**src/alid_pkg.sv**
```systemverilog
// Shared types and constants of the array list insert/delete unit.
`timescale 1ns / 1ps

package alid_pkg;

  localparam int unsigned DEPTH_DEF      = 128;
  localparam int unsigned WORD_WIDTH_DEF = 32;

  typedef enum logic [2:0] {
    OP_CLEAR  = 3'd0,
    OP_GET    = 3'd1,
    OP_LOCATE = 3'd2,
    OP_INSERT = 3'd3,
    OP_DELETE = 3'd4
  } op_e;

  typedef struct packed {
    logic [2:0]         opcode;
    logic [7:0]         position;
    logic signed [31:0] element_value;
  } alid_in_t;

  typedef struct packed {
    logic               success;
    logic signed [31:0] read_value;
    logic [7:0]         found_position;
    logic [7:0]         list_length;
  } alid_out_t;

  // Microprogram step addresses.
  typedef enum logic [3:0] {
    S_IDLE      = 4'd0,
    S_CLR       = 4'd1,
    S_GET       = 4'd2,
    S_LOC       = 4'd3,
    S_SHIFT_UP  = 4'd4,
    S_PUT       = 4'd5,
    S_DEL_GRAB  = 4'd6,
    S_DEL_SHIFT = 4'd7,
    S_DEL_END   = 4'd8,
    S_DONE      = 4'd9
  } step_e;

  typedef enum logic [1:0] {
    PTR_HOLD = 2'd0,
    PTR_INC  = 2'd1,
    PTR_DEC  = 2'd2
  } ptr_op_e;

  typedef enum logic [1:0] {
    WR_NONE = 2'd0,
    WR_UP   = 2'd1,   // mem[ptr+1] <= read word
    WR_DOWN = 2'd2,   // mem[ptr-1] <= read word
    WR_PUT  = 2'd3    // mem[pos-1] <= request value
  } wr_mode_e;

  typedef enum logic [1:0] {
    CNT_HOLD = 2'd0,
    CNT_INC  = 2'd1,
    CNT_DEC  = 2'd2,
    CNT_CLR  = 2'd3
  } cnt_op_e;

  typedef enum logic [2:0] {
    J_NEXT    = 3'd0,
    J_ALWAYS  = 3'd1,
    J_TOP     = 3'd2,
    J_POS     = 3'd3,
    J_HIT_TOP = 3'd4
  } jmp_e;

  // One control word of the microprogram.
  typedef struct packed {
    ptr_op_e  ptr_op;
    wr_mode_e wr_mode;
    cnt_op_e  cnt_op;
    logic     cap_rd;
    logic     cap_found;
    jmp_e     jmp;
    step_e    tgt;
    logic     loop;
    logic     done;
  } ctrl_t;

  // Datapath status seen by the sequencer.
  typedef struct packed {
    logic hit;      // read word equals request value
    logic at_top;   // pointer sits on the last entry
    logic at_pos;   // pointer sits on the request position
  } stat_t;

endpackage

```
**src/alid_useq.sv**
```systemverilog
// Microcode sequencer: step counter, control store and jump logic.
`timescale 1ns / 1ps

module alid_useq
  import alid_pkg::*;
(
  input  logic  clk_i,
  input  logic  rst_ni,
  input  logic  start_i,
  input  step_e entry_i,
  input  stat_t stat_i,
  input  logic  out_busy_i,
  output ctrl_t ctrl_o,
  output logic  adv_o,
  output logic  idle_o
);

  step_e upc_q, upc_d;
  ctrl_t cw;
  logic  take;

  function automatic ctrl_t ucode(step_e s);
    ctrl_t w;
    w = '0;
    unique case (s)
      S_IDLE: begin
        w.loop = 1'b1;
      end
      S_CLR: begin
        w.cnt_op = CNT_CLR;
        w.jmp    = J_ALWAYS;
        w.tgt    = S_DONE;
      end
      S_GET: begin
        w.cap_rd = 1'b1;
        w.jmp    = J_ALWAYS;
        w.tgt    = S_DONE;
      end
      S_LOC: begin
        w.cap_found = 1'b1;
        w.ptr_op    = PTR_INC;
        w.jmp       = J_HIT_TOP;
        w.tgt       = S_DONE;
        w.loop      = 1'b1;
      end
      S_SHIFT_UP: begin
        w.wr_mode = WR_UP;
        w.ptr_op  = PTR_DEC;
        w.jmp     = J_POS;
        w.tgt     = S_PUT;
        w.loop    = 1'b1;
      end
      S_PUT: begin
        w.wr_mode = WR_PUT;
        w.cnt_op  = CNT_INC;
        w.jmp     = J_ALWAYS;
        w.tgt     = S_DONE;
      end
      S_DEL_GRAB: begin
        w.cap_rd = 1'b1;
        w.ptr_op = PTR_INC;
        w.jmp    = J_TOP;
        w.tgt    = S_DEL_END;
      end
      S_DEL_SHIFT: begin
        w.wr_mode = WR_DOWN;
        w.ptr_op  = PTR_INC;
        w.jmp     = J_TOP;
        w.tgt     = S_DEL_END;
        w.loop    = 1'b1;
      end
      S_DEL_END: begin
        w.cnt_op = CNT_DEC;
        w.jmp    = J_ALWAYS;
        w.tgt    = S_DONE;
      end
      S_DONE: begin
        w.done = 1'b1;
      end
      default: begin
        w.jmp = J_ALWAYS;
        w.tgt = S_IDLE;
      end
    endcase
    return w;
  endfunction

  assign cw     = ucode(upc_q);
  assign ctrl_o = cw;
  assign idle_o = (upc_q == S_IDLE);
  assign adv_o  = !(cw.done && out_busy_i);

  always_comb begin
    unique case (cw.jmp)
      J_NEXT:    take = 1'b0;
      J_ALWAYS:  take = 1'b1;
      J_TOP:     take = stat_i.at_top;
      J_POS:     take = stat_i.at_pos;
      J_HIT_TOP: take = stat_i.hit || stat_i.at_top;
      default:   take = 1'b1;
    endcase
  end

  always_comb begin
    priority if (upc_q == S_IDLE) begin
      upc_d = start_i ? entry_i : S_IDLE;
    end else if (cw.done) begin
      upc_d = adv_o ? S_IDLE : upc_q;
    end else if (take) begin
      upc_d = cw.tgt;
    end else if (cw.loop) begin
      upc_d = upc_q;
    end else begin
      upc_d = step_e'(upc_q + 4'd1);
    end
  end

  always_ff @(posedge clk_i or negedge rst_ni) begin
    if (!rst_ni) begin
      upc_q <= S_IDLE;
    end else begin
      upc_q <= upc_d;
    end
  end

endmodule

```
**config.mk**
```make
export PLATFORM = sky130hd
export DESIGN_NAME = alid_useq
export DESIGN_NICKNAME = d
export VERILOG_FILES = /design/src/alid_pkg.sv /design/src/alid_useq.sv
export SDC_FILE = /design/constraint.sdc
export NUM_CORES = 1
export LEC_CHECK = 0
export ABC_AREA = 1
export BUFFER_PORTS_ARGS = -buffer_cell sky130_fd_sc_hd__buf_2
export CAP_MARGIN = 10
export CORE_MARGIN = 8
export CORE_UTILIZATION = 32
export CTS_CLUSTER_SIZE = 40
export DETAILED_ROUTE_END_ITERATION = 8
export GPL_TIMING_DRIVEN = 0
export MAX_ROUTING_LAYER = met4
export PLACE_DENSITY = 0.62
export SETUP_SLACK_MARGIN = 0.5
export SLEW_MARGIN = 20
export SYNTH_ARGS = -nofsm -noshare
export SYNTH_HDL_FRONTEND = slang
export SYNTH_SLANG_ARGS = --single-unit
```
**constraint.sdc**
```tcl
create_clock -name clk_i -period 3.7 [get_ports clk_i]
set_clock_uncertainty 0.1 [all_clocks]
set_input_delay 0.185 -clock clk_i [delete_from_list [all_inputs] [get_ports clk_i]]
set_output_delay 0.185 -clock clk_i [all_outputs]
set_load 0.02 [all_outputs]
```
==> Flow_metrics.wiki, run 1 <==
{| class="wikitable"
! Metric !! Value
|-
| Worst setup path category || flop to output pin
|-
| Cell count after synthesis || 113
|-
| Most numerous cell on the critical path || sky130_fd_sc_hd__inv_1
|-
| Vias per cell || 4.42
|-
| Average instance area after synthesis || around 6.1 µm²
|-
| Antenna Violating Nets Remaining || 0
|-
| Core Footprint || 0.00200 mm²
|-
| Status || completed
|-
| Global-route total usage across every layer || 0.101
|-
| Final hold violation count || 0
|-
| Starting DRC count in detailed routing || 21
|-
| Post-layout nets || 162
|-
| Io pins || 30
|-
| Slack of the worst reg-to-reg path || 1.65 ns
|-
| Top fanout value on the critical path || 6
|-
| Maximum number of buffers from clock root to sink || 2
|-
| Detailed-route wire length || 1.85 mm
|-
| Starting Density || 0.344
|-
| Register clock-pin slew on the reported worst setup and hold paths || 0.04 ns
|-
| Share of the cycle needed by the critical path after routing || 0.579
|-
| TritonCTS clock tree || done
|-
| Cell with the largest stage delay on the worst path || sky130_fd_sc_hd__dfrtp_1
|-
| Site row count || 16
|-
| Critical path endpoint category || output pin
|-
| Kind of launch point of the worst setup path || flop
|-
| Vias in the first global route || a little under 800
|-
| Number of synthesized register bits || 4
|-
| Detailed-route via count || 760
|-
| Worst hold path type || input pin to async pin
|-
| Most frequently used flop master after synthesis || sky130_fd_sc_hd__dfrtp_1
|-
| Regs by FF count || upc_q: 4 flops
|-
| Netlist Area Pre-Place || about 690 µm²
|-
| Max Slew Vio Count || 0
|-
| Wire length per cell after detailed routing || 10.8 µm
|-
| Data required time at the worst endpoint || ~3.4 ns
|-
| Critical path's top delay family || flip-flops
|-
| Largest area contributor in the netlist || sky130_fd_sc_hd__dfrtp_1
|-
| Sequence of cells on the critical path || inv_1, ha_1, o21ai_0, nand2_2, nor3_1, inv_1, buf_2
|-
| Min Tclk post-route || roughly 2.1 ns
|-
| Number of flip-flops in the largest register || 4
|-
| Maximum number of pins on one net before global-route repair || 10
|-
| Synth Net Count || 128
|-
| Routability Congestion || 0.827
|-
| Fin Setup TNS || 0 ns
|-
| Die area || 0.00389 mm²
|-
| Ys async rst share || 1.00
|-
| TritonCTS buffer count || 3
|-
| Die Height || 62.4 µm
|-
| Number of antenna violations at the first check in global routing || 0
|-
| Global-route wire length before repair || 3.33 mm
|-
| Warning count from the yosys run || 0
|-
| Total grt overflow || 0
|-
| Port Buf Inserts || 28
|-
| Setup violations, final || 0
|-
| Highest cell delay on the worst timing path || 0.43 ns
|-
| Count of buffering cells on the critical path with inverters included || 3
|-
| Number of diodes || 0
|-
| Top cell types by occurrence after synthesis || 24 x sky130_fd_sc_hd__nand2_1, 16 x sky130_fd_sc_hd__inv_1, 14 x sky130_fd_sc_hd__nand3_1
|-
| TritonCTS Sinks || 4
|-
| Netlist cell types || 26
|-
| Master cell of the clock root buffer || sky130_fd_sc_hd__clkbuf_4
|-
| Largest reg by FF count || upc_q
|-
| Die Width || 62.4 µm
|-
| Level count of the clock H-tree || 1
|-
| Leading post-synthesis cells by cell area || sky130_fd_sc_hd__dfrtp_1 15%, sky130_fd_sc_hd__nand2_1 13%, sky130_fd_sc_hd__nand3_1 10%, sky130_fd_sc_hd__inv_1 8.7%, sky130_fd_sc_hd__ha_1 7.3%
|-
| Sequential cell area fraction in the yosys report || 0.145
|-
| Detailed placer's ending HPWL || 1.64 mm
|-
| Total of max-cap violations || 0
|-
| Layout area overhead || 30.0%
|-
| Count of TritonRoute iterations in the first routing pass || 4
|-
| Latest clock arrival within the worst-skew pair || 0.23 ns
|-
| Most common cell in the netlist || sky130_fd_sc_hd__nand2_1
|-
| Arrival @ worst endpoint || 1.86 ns
|-
| Number of synthesized flops with an enable pin || 0
|-
| Unrepaired setup endpoints after global routing || no
|-
| Remaining design rule violation count || 0
|-
| Top cell type's share of synthesized area || 0.145
|-
| Achievable clock frequency || ~470 MHz
|-
| Share of post-route cells with drive strength above 1 || 0.366
|}
==> metal layers <==
layer,part of all wire,track usage,vias up
li1,-,-,420
met1,0.51,0.129,314
met2,0.42,0.149,26
met3,0.069,0.0287,0
met4,0,0.0342,0
met5,0,-,-
==> worst reg2reg max path, stage by stage, from the launching register on <==
cell and delay (ns):
sky130_fd_sc_hd__dfrtp_1 0.43, sky130_fd_sc_hd__inv_1 0.11, sky130_fd_sc_hd__ha_1 0.22, sky130_fd_sc_hd__inv_1 0.12, sky130_fd_sc_hd__nor2_4 0.16, sky130_fd_sc_hd__nor2_2 0.07, sky130_fd_sc_hd__or2_1 0.24, sky130_fd_sc_hd__nand2_4 0.11
sky130_fd_sc_hd__nand2_2 0.08, sky130_fd_sc_hd__nand2_1 0.06, sky130_fd_sc_hd__nand3_1 0.07, sky130_fd_sc_hd__a21oi_1 0.18
==> path summary, 6_finish.rpt <==
check                                     start                    to  depth (start not counted)
min in group clk_i                   entry_i[1]  upc_q[1]$_DFFE_PN0P_                          4
max in group asynchronous                rst_ni  upc_q[3]$_DFFE_PN0P_                          2
setup reg to reg           upc_q[0]$_DFFE_PN0P_  upc_q[2]$_DFFE_PN0P_                         11
hold / removal                           rst_ni  upc_q[0]$_DFFE_PN0P_                          2
hold reg to reg            upc_q[0]$_DFFE_PN0P_  upc_q[0]$_DFFE_PN0P_                          2
setup / recovery           upc_q[0]$_DFFE_PN0P_             ctrl_o[2]                          7
==> stage by stage <==
step                instances  setup WS [ns]  hold WS [ns]  area (µm²)  utilization
detailed placement        168           1.62        -0.107         862        0.431
global route              172           1.38         0.185         895        0.447
CTS                       172           1.52         0.175         895        0.447
finish                    172           1.56         0.179         895        0.447
global placement          168           1.64        -0.110         862        0.431
floorplan                 113           1.71        -0.211         688            -
==> repair_timing <==
item,in CTS,in global routing
setup buffers,0,0
resized for setup,0,0
endpoints found under the hold margin,4,0
hold buffers,1,0
==> area by class of cell <==
| cell class | count | area (µm²) |
|---|---|---|
| Sequential cell | 4 | 100 |
| Multi-Input combinational cell | 88 | 497 |
| Buffer | 2 | 18.8 |
| Timing Repair Buffer | 29 | 150 |
| Fill cell | 228 | 1110 |
| Inverter | 19 | 72.6 |
| Tap cell | 27 | 33.8 |
| Clock buffer | 3 | 22.5 |
==> cells by family after synthesis <==
| kind of cell | Yosys count | synth area share |
|---|---|---|
| simple gates | 71 | 0.542 |
| buf+inv | 21 | 0.133 |
| compound gates | 10 | 0.0764 |
| fa+ha+maj | 4 | 0.0727 |
| flops | 4 | 0.145 |
| xor+xnor | 2 | 0.0255 |
| other cells | 1 | 0.00545 |
==> cells in the final DEF (no fill, tap or decap), types with 2 or more instances in the layout <==
| cell | Yosys | routed |
|---|---|---|
| sky130_fd_sc_hd__a21oi_1 | 6 | 6 |
| sky130_fd_sc_hd__buf_2 | 0 | 28 |
| sky130_fd_sc_hd__clkbuf_4 | 0 | 3 |
| sky130_fd_sc_hd__dfrtp_1 | 4 | 4 |
| sky130_fd_sc_hd__ha_1 | 4 | 4 |
| sky130_fd_sc_hd__inv_1 | 16 | 16 |
| sky130_fd_sc_hd__inv_2 | 2 | 2 |
| sky130_fd_sc_hd__nand2_1 | 24 | 24 |
| sky130_fd_sc_hd__nand2_2 | 7 | 7 |
| sky130_fd_sc_hd__nand2_4 | 3 | 3 |
| sky130_fd_sc_hd__nand3_1 | 14 | 14 |
| sky130_fd_sc_hd__nor2_1 | 13 | 13 |
| sky130_fd_sc_hd__nor2_2 | 3 | 3 |
| sky130_fd_sc_hd__nor2_4 | 2 | 2 |
| sky130_fd_sc_hd__o21ai_0 | 2 | 2 |
Power of run 1 is not shown: default switching activity piles up to over one toggle a cycle in this logic, so the estimate is an artifact.
==> run 2: changes to the inputs <==
==> constraint.sdc (replaced) <==
create_clock -name clk_i -period 2.1 [get_ports clk_i]
set_clock_uncertainty 0.1 [all_clocks]
set_input_delay 0.105 -clock clk_i [delete_from_list [all_inputs] [get_ports clk_i]]
set_output_delay 0.105 -clock clk_i [all_outputs]
set_load 0.02 [all_outputs]
==> run 2 against run 1 <==
  * Clock-buffer cell count grew 1
  * Hold slack got worse by 0.094 ns
  * First-iteration DRC count increased by 14%
  * Highest routed layer is now met4
==> Flow_metrics.wiki, run 2 (synthesis results as in run 1) <==
{| class="wikitable"
! Metric !! Value
|-
| Worst reg-to-reg path cell count || 12 (+1)
|-
| Global-route wire length before repair || 3.57 mm (+7.1%)
|-
| Unrepaired setup endpoints after global routing || yes
|-
| Share of the cycle needed by the critical path after routing || 0.898
|-
| Die Height || 62.4 µm (unchanged)
|-
| Commonest cells after routing, fill and taps aside || 21 x sky130_fd_sc_hd__nand2_1, 20 x sky130_fd_sc_hd__buf_2, 16 x sky130_fd_sc_hd__buf_4
|-
| TritonCTS Sinks || 4 (unchanged)
|-
| Arrival @ worst endpoint || 1.90 ns (+0.04 ns)
|-
| Vias per cell || 4.65 (+5.2%)
|-
| Critical path depth || 12 (+5)
|-
| Count of TritonRoute iterations in the first routing pass || 4 (unchanged)
|-
| Max Slew Vio Count || 0 (unchanged)
|-
| Most numerous cell on the critical path || sky130_fd_sc_hd__nand2_4
|-
| Detailed placer's ending HPWL || 1.64 mm (about the same)
|-
| Startpoint of the lowest-slack register-to-register path || upc_q[0]$_DFFE_PN0P_
|-
| Data required time at the worst endpoint || 2.12 ns (-1.29 ns)
|-
| Total of max-cap violations || 0 (unchanged)
|-
| Level count of the clock H-tree || 1 (unchanged)
|-
| Number of antenna violations at the first check in global routing || 0 (unchanged)
|-
| Terminus of the critical flop-to-flop path || upc_q[2]$_DFFE_PN0P_
|-
| Master cell of the clock root buffer || sky130_fd_sc_hd__clkbuf_4
|-
| Worst hold path type || input pin to async pin
|-
| Highest cell delay on the worst timing path || 0.44 ns (about the same)
|-
| Die Width || 62.4 µm (unchanged)
|-
| TritonCTS clock tree || done
|-
| Termination of the worst setup path || upc_q[2]$_DFFE_PN0P_
|-
| Final hold violation count || 0 (unchanged)
|-
| Regs by FF count || upc_q: 4 flops
|-
| Largest reg by FF count || upc_q
|-
| Min Tclk post-route || between 1.5 and 2 ns
|-
| Slack of the worst reg-to-reg path || 0.21 ns (-1.44 ns)
|-
| Kind of launch point of the worst setup path || flop
|-
| Start point of the critical path || upc_q[0]$_DFFE_PN0P_
|-
| Site row count || 16 (unchanged)
|-
| Latest clock arrival within the worst-skew pair || 0.24 ns (about the same)
|-
| Wire length per cell after detailed routing || 12.3 µm (+14%)
|-
| Starting Density || 0.344 (unchanged)
|-
| Cell with the largest stage delay on the worst path || sky130_fd_sc_hd__dfrtp_2
|-
| Critical path's top delay family || simple AND/OR/NAND/NOR gates
|-
| Setup violations, final || 0 (unchanged)
|-
| Number of diodes || 0 (unchanged)
|-
| Starting DRC count in detailed routing || 24 (+14%)
|-
| Register clock-pin slew on the reported worst setup and hold paths || 0.05 ns (about the same)
|-
| Port Buf Inserts || 28 (unchanged)
|-
| Routability Congestion || 0.822 (-0.58%)
|-
| Top fanout value on the critical path || 5 (-1)
|-
| Most frequent standard cell in the layout excluding fill and tap cells || sky130_fd_sc_hd__nand2_1
|-
| Fin Setup TNS || 0 ns (unchanged)
|-
| Share of post-route cells with drive strength above 1 || 0.565 (+0.199)
|-
| Antenna Violating Nets Remaining || 0 (unchanged)
|-
| Layout area overhead || 69.3%
|-
| Count of buffering cells on the critical path with inverters included || 1 (-2)
|-
| Number of flip-flops in the largest register || 4 (unchanged)
|-
| Total grt overflow || 0 (unchanged)
|-
| Detailed-route wire length || 2.22 mm (+20%)
|-
| Vias in the first global route || 839 (+7.3%)
|-
| TritonCTS buffer count || 3 (unchanged)
|-
| Status || completed
|-
| Critical path endpoint category || flop
|-
| Sequence of cells on the critical path || inv_4, ha_4, nand2_4, nand2_2, nor2_1, nand3_1, nand2_2, nand2_4, nand3_4, nand2_4, nor2_1, a21oi_2
|-
| Global-route total usage across every layer || 0.109 (+0.00799)
|-
| Detailed-route via count || 841 (+11%)
|-
| Remaining design rule violation count || 0 (unchanged)
|-
| Maximum number of buffers from clock root to sink || 2 (unchanged)
|-
| Core Footprint || 0.00200 mm² (unchanged)
|-
| Worst setup path category || flop to flop
|-
| Die area || 0.00389 mm² (unchanged)
|-
| Io pins || 30 (unchanged)
|-
| Achievable clock frequency || 530 MHz
|-
| Post-layout nets || 170 (+4.9%)
|-
| Maximum number of pins on one net before global-route repair || 10 (unchanged)
|}
==> run 2: cell types whose count changed in the layout (fill, tap and decap cells not counted), sizes merged <==
| cell | previous run | this run |
|---|---|---|
| buf | 30 | 38 |
| clkbuf | 3 | 4 |
==> run 2: how the worst min path moves through the flow <==
stage / from / end / cells past startpoint
after floorplan: rst_ni / upc_q[0]$_DFFE_PN0P_ / 0
after global routing: rst_ni / upc_q[0]$_DFFE_PN0P_ / 2
after detailed placement: rst_ni / upc_q[2]$_DFFE_PN0P_ / 1
after global placement: rst_ni / upc_q[2]$_DFFE_PN0P_ / 1
after CTS: rst_ni / upc_q[3]$_DFFE_PN0P_ / 2
final: rst_ni / upc_q[3]$_DFFE_PN0P_ / 2
==> run 2: cell type report <==
class / count / area, µm²
Multi-Input combinational cell: 88 / 666
Inverter: 19 / 82.6
Tap cell: 27 / 33.8
Buffer: 2 / 18.8
Clock buffer: 4 / 26.3
Sequential cell: 4 / 104
Timing Repair Buffer: 37 / 234
Fill cell: 202 / 837
==> run 2: worst reg2reg max path, delay by kind of cell, from the launching register on <==
family | cells | cell delay [ns]
and+or+nand+nor | 9 | 0.90
DFF | 1 | 0.44
adders and majority gates | 1 | 0.19
buffers and inverters | 1 | 0.07
AOI/OAI and AO/OA | 1 | 0.07
==> run 2: what timing repair did <==
action	4_1_cts	5_1_grt
buffers inserted	6	2
gates resized for setup	25	16
pin swaps	8	8
setup endpoints to repair	12	17
hold buffers	1	0
hold endpoints to repair	4	0
==> run 2: per-layer routing <==
metal  up-vias  part of all wire  track usage
met1       371              0.44        0.121
li1        432                 -            -
met2        36              0.48        0.180
met5         -                 0            -
met4         0            0.0081       0.0427
met3         2             0.067       0.0323
==> run 2: through the flow <==
step                setup slack (ns)  instances   util  area, µm²  hold slack (ns)
finish                         0.214        181  0.582       1160           0.0851
floorplan                      0.270        113      -        723           -0.291
global placement               0.117        168  0.448        897           -0.190
global route                   0.118        181  0.582       1160           0.0984
CTS                            0.198        179  0.539       1080           0.0808
detailed placement             0.104        168  0.448        897           -0.188
Power of run 2 is left out for the same reason.
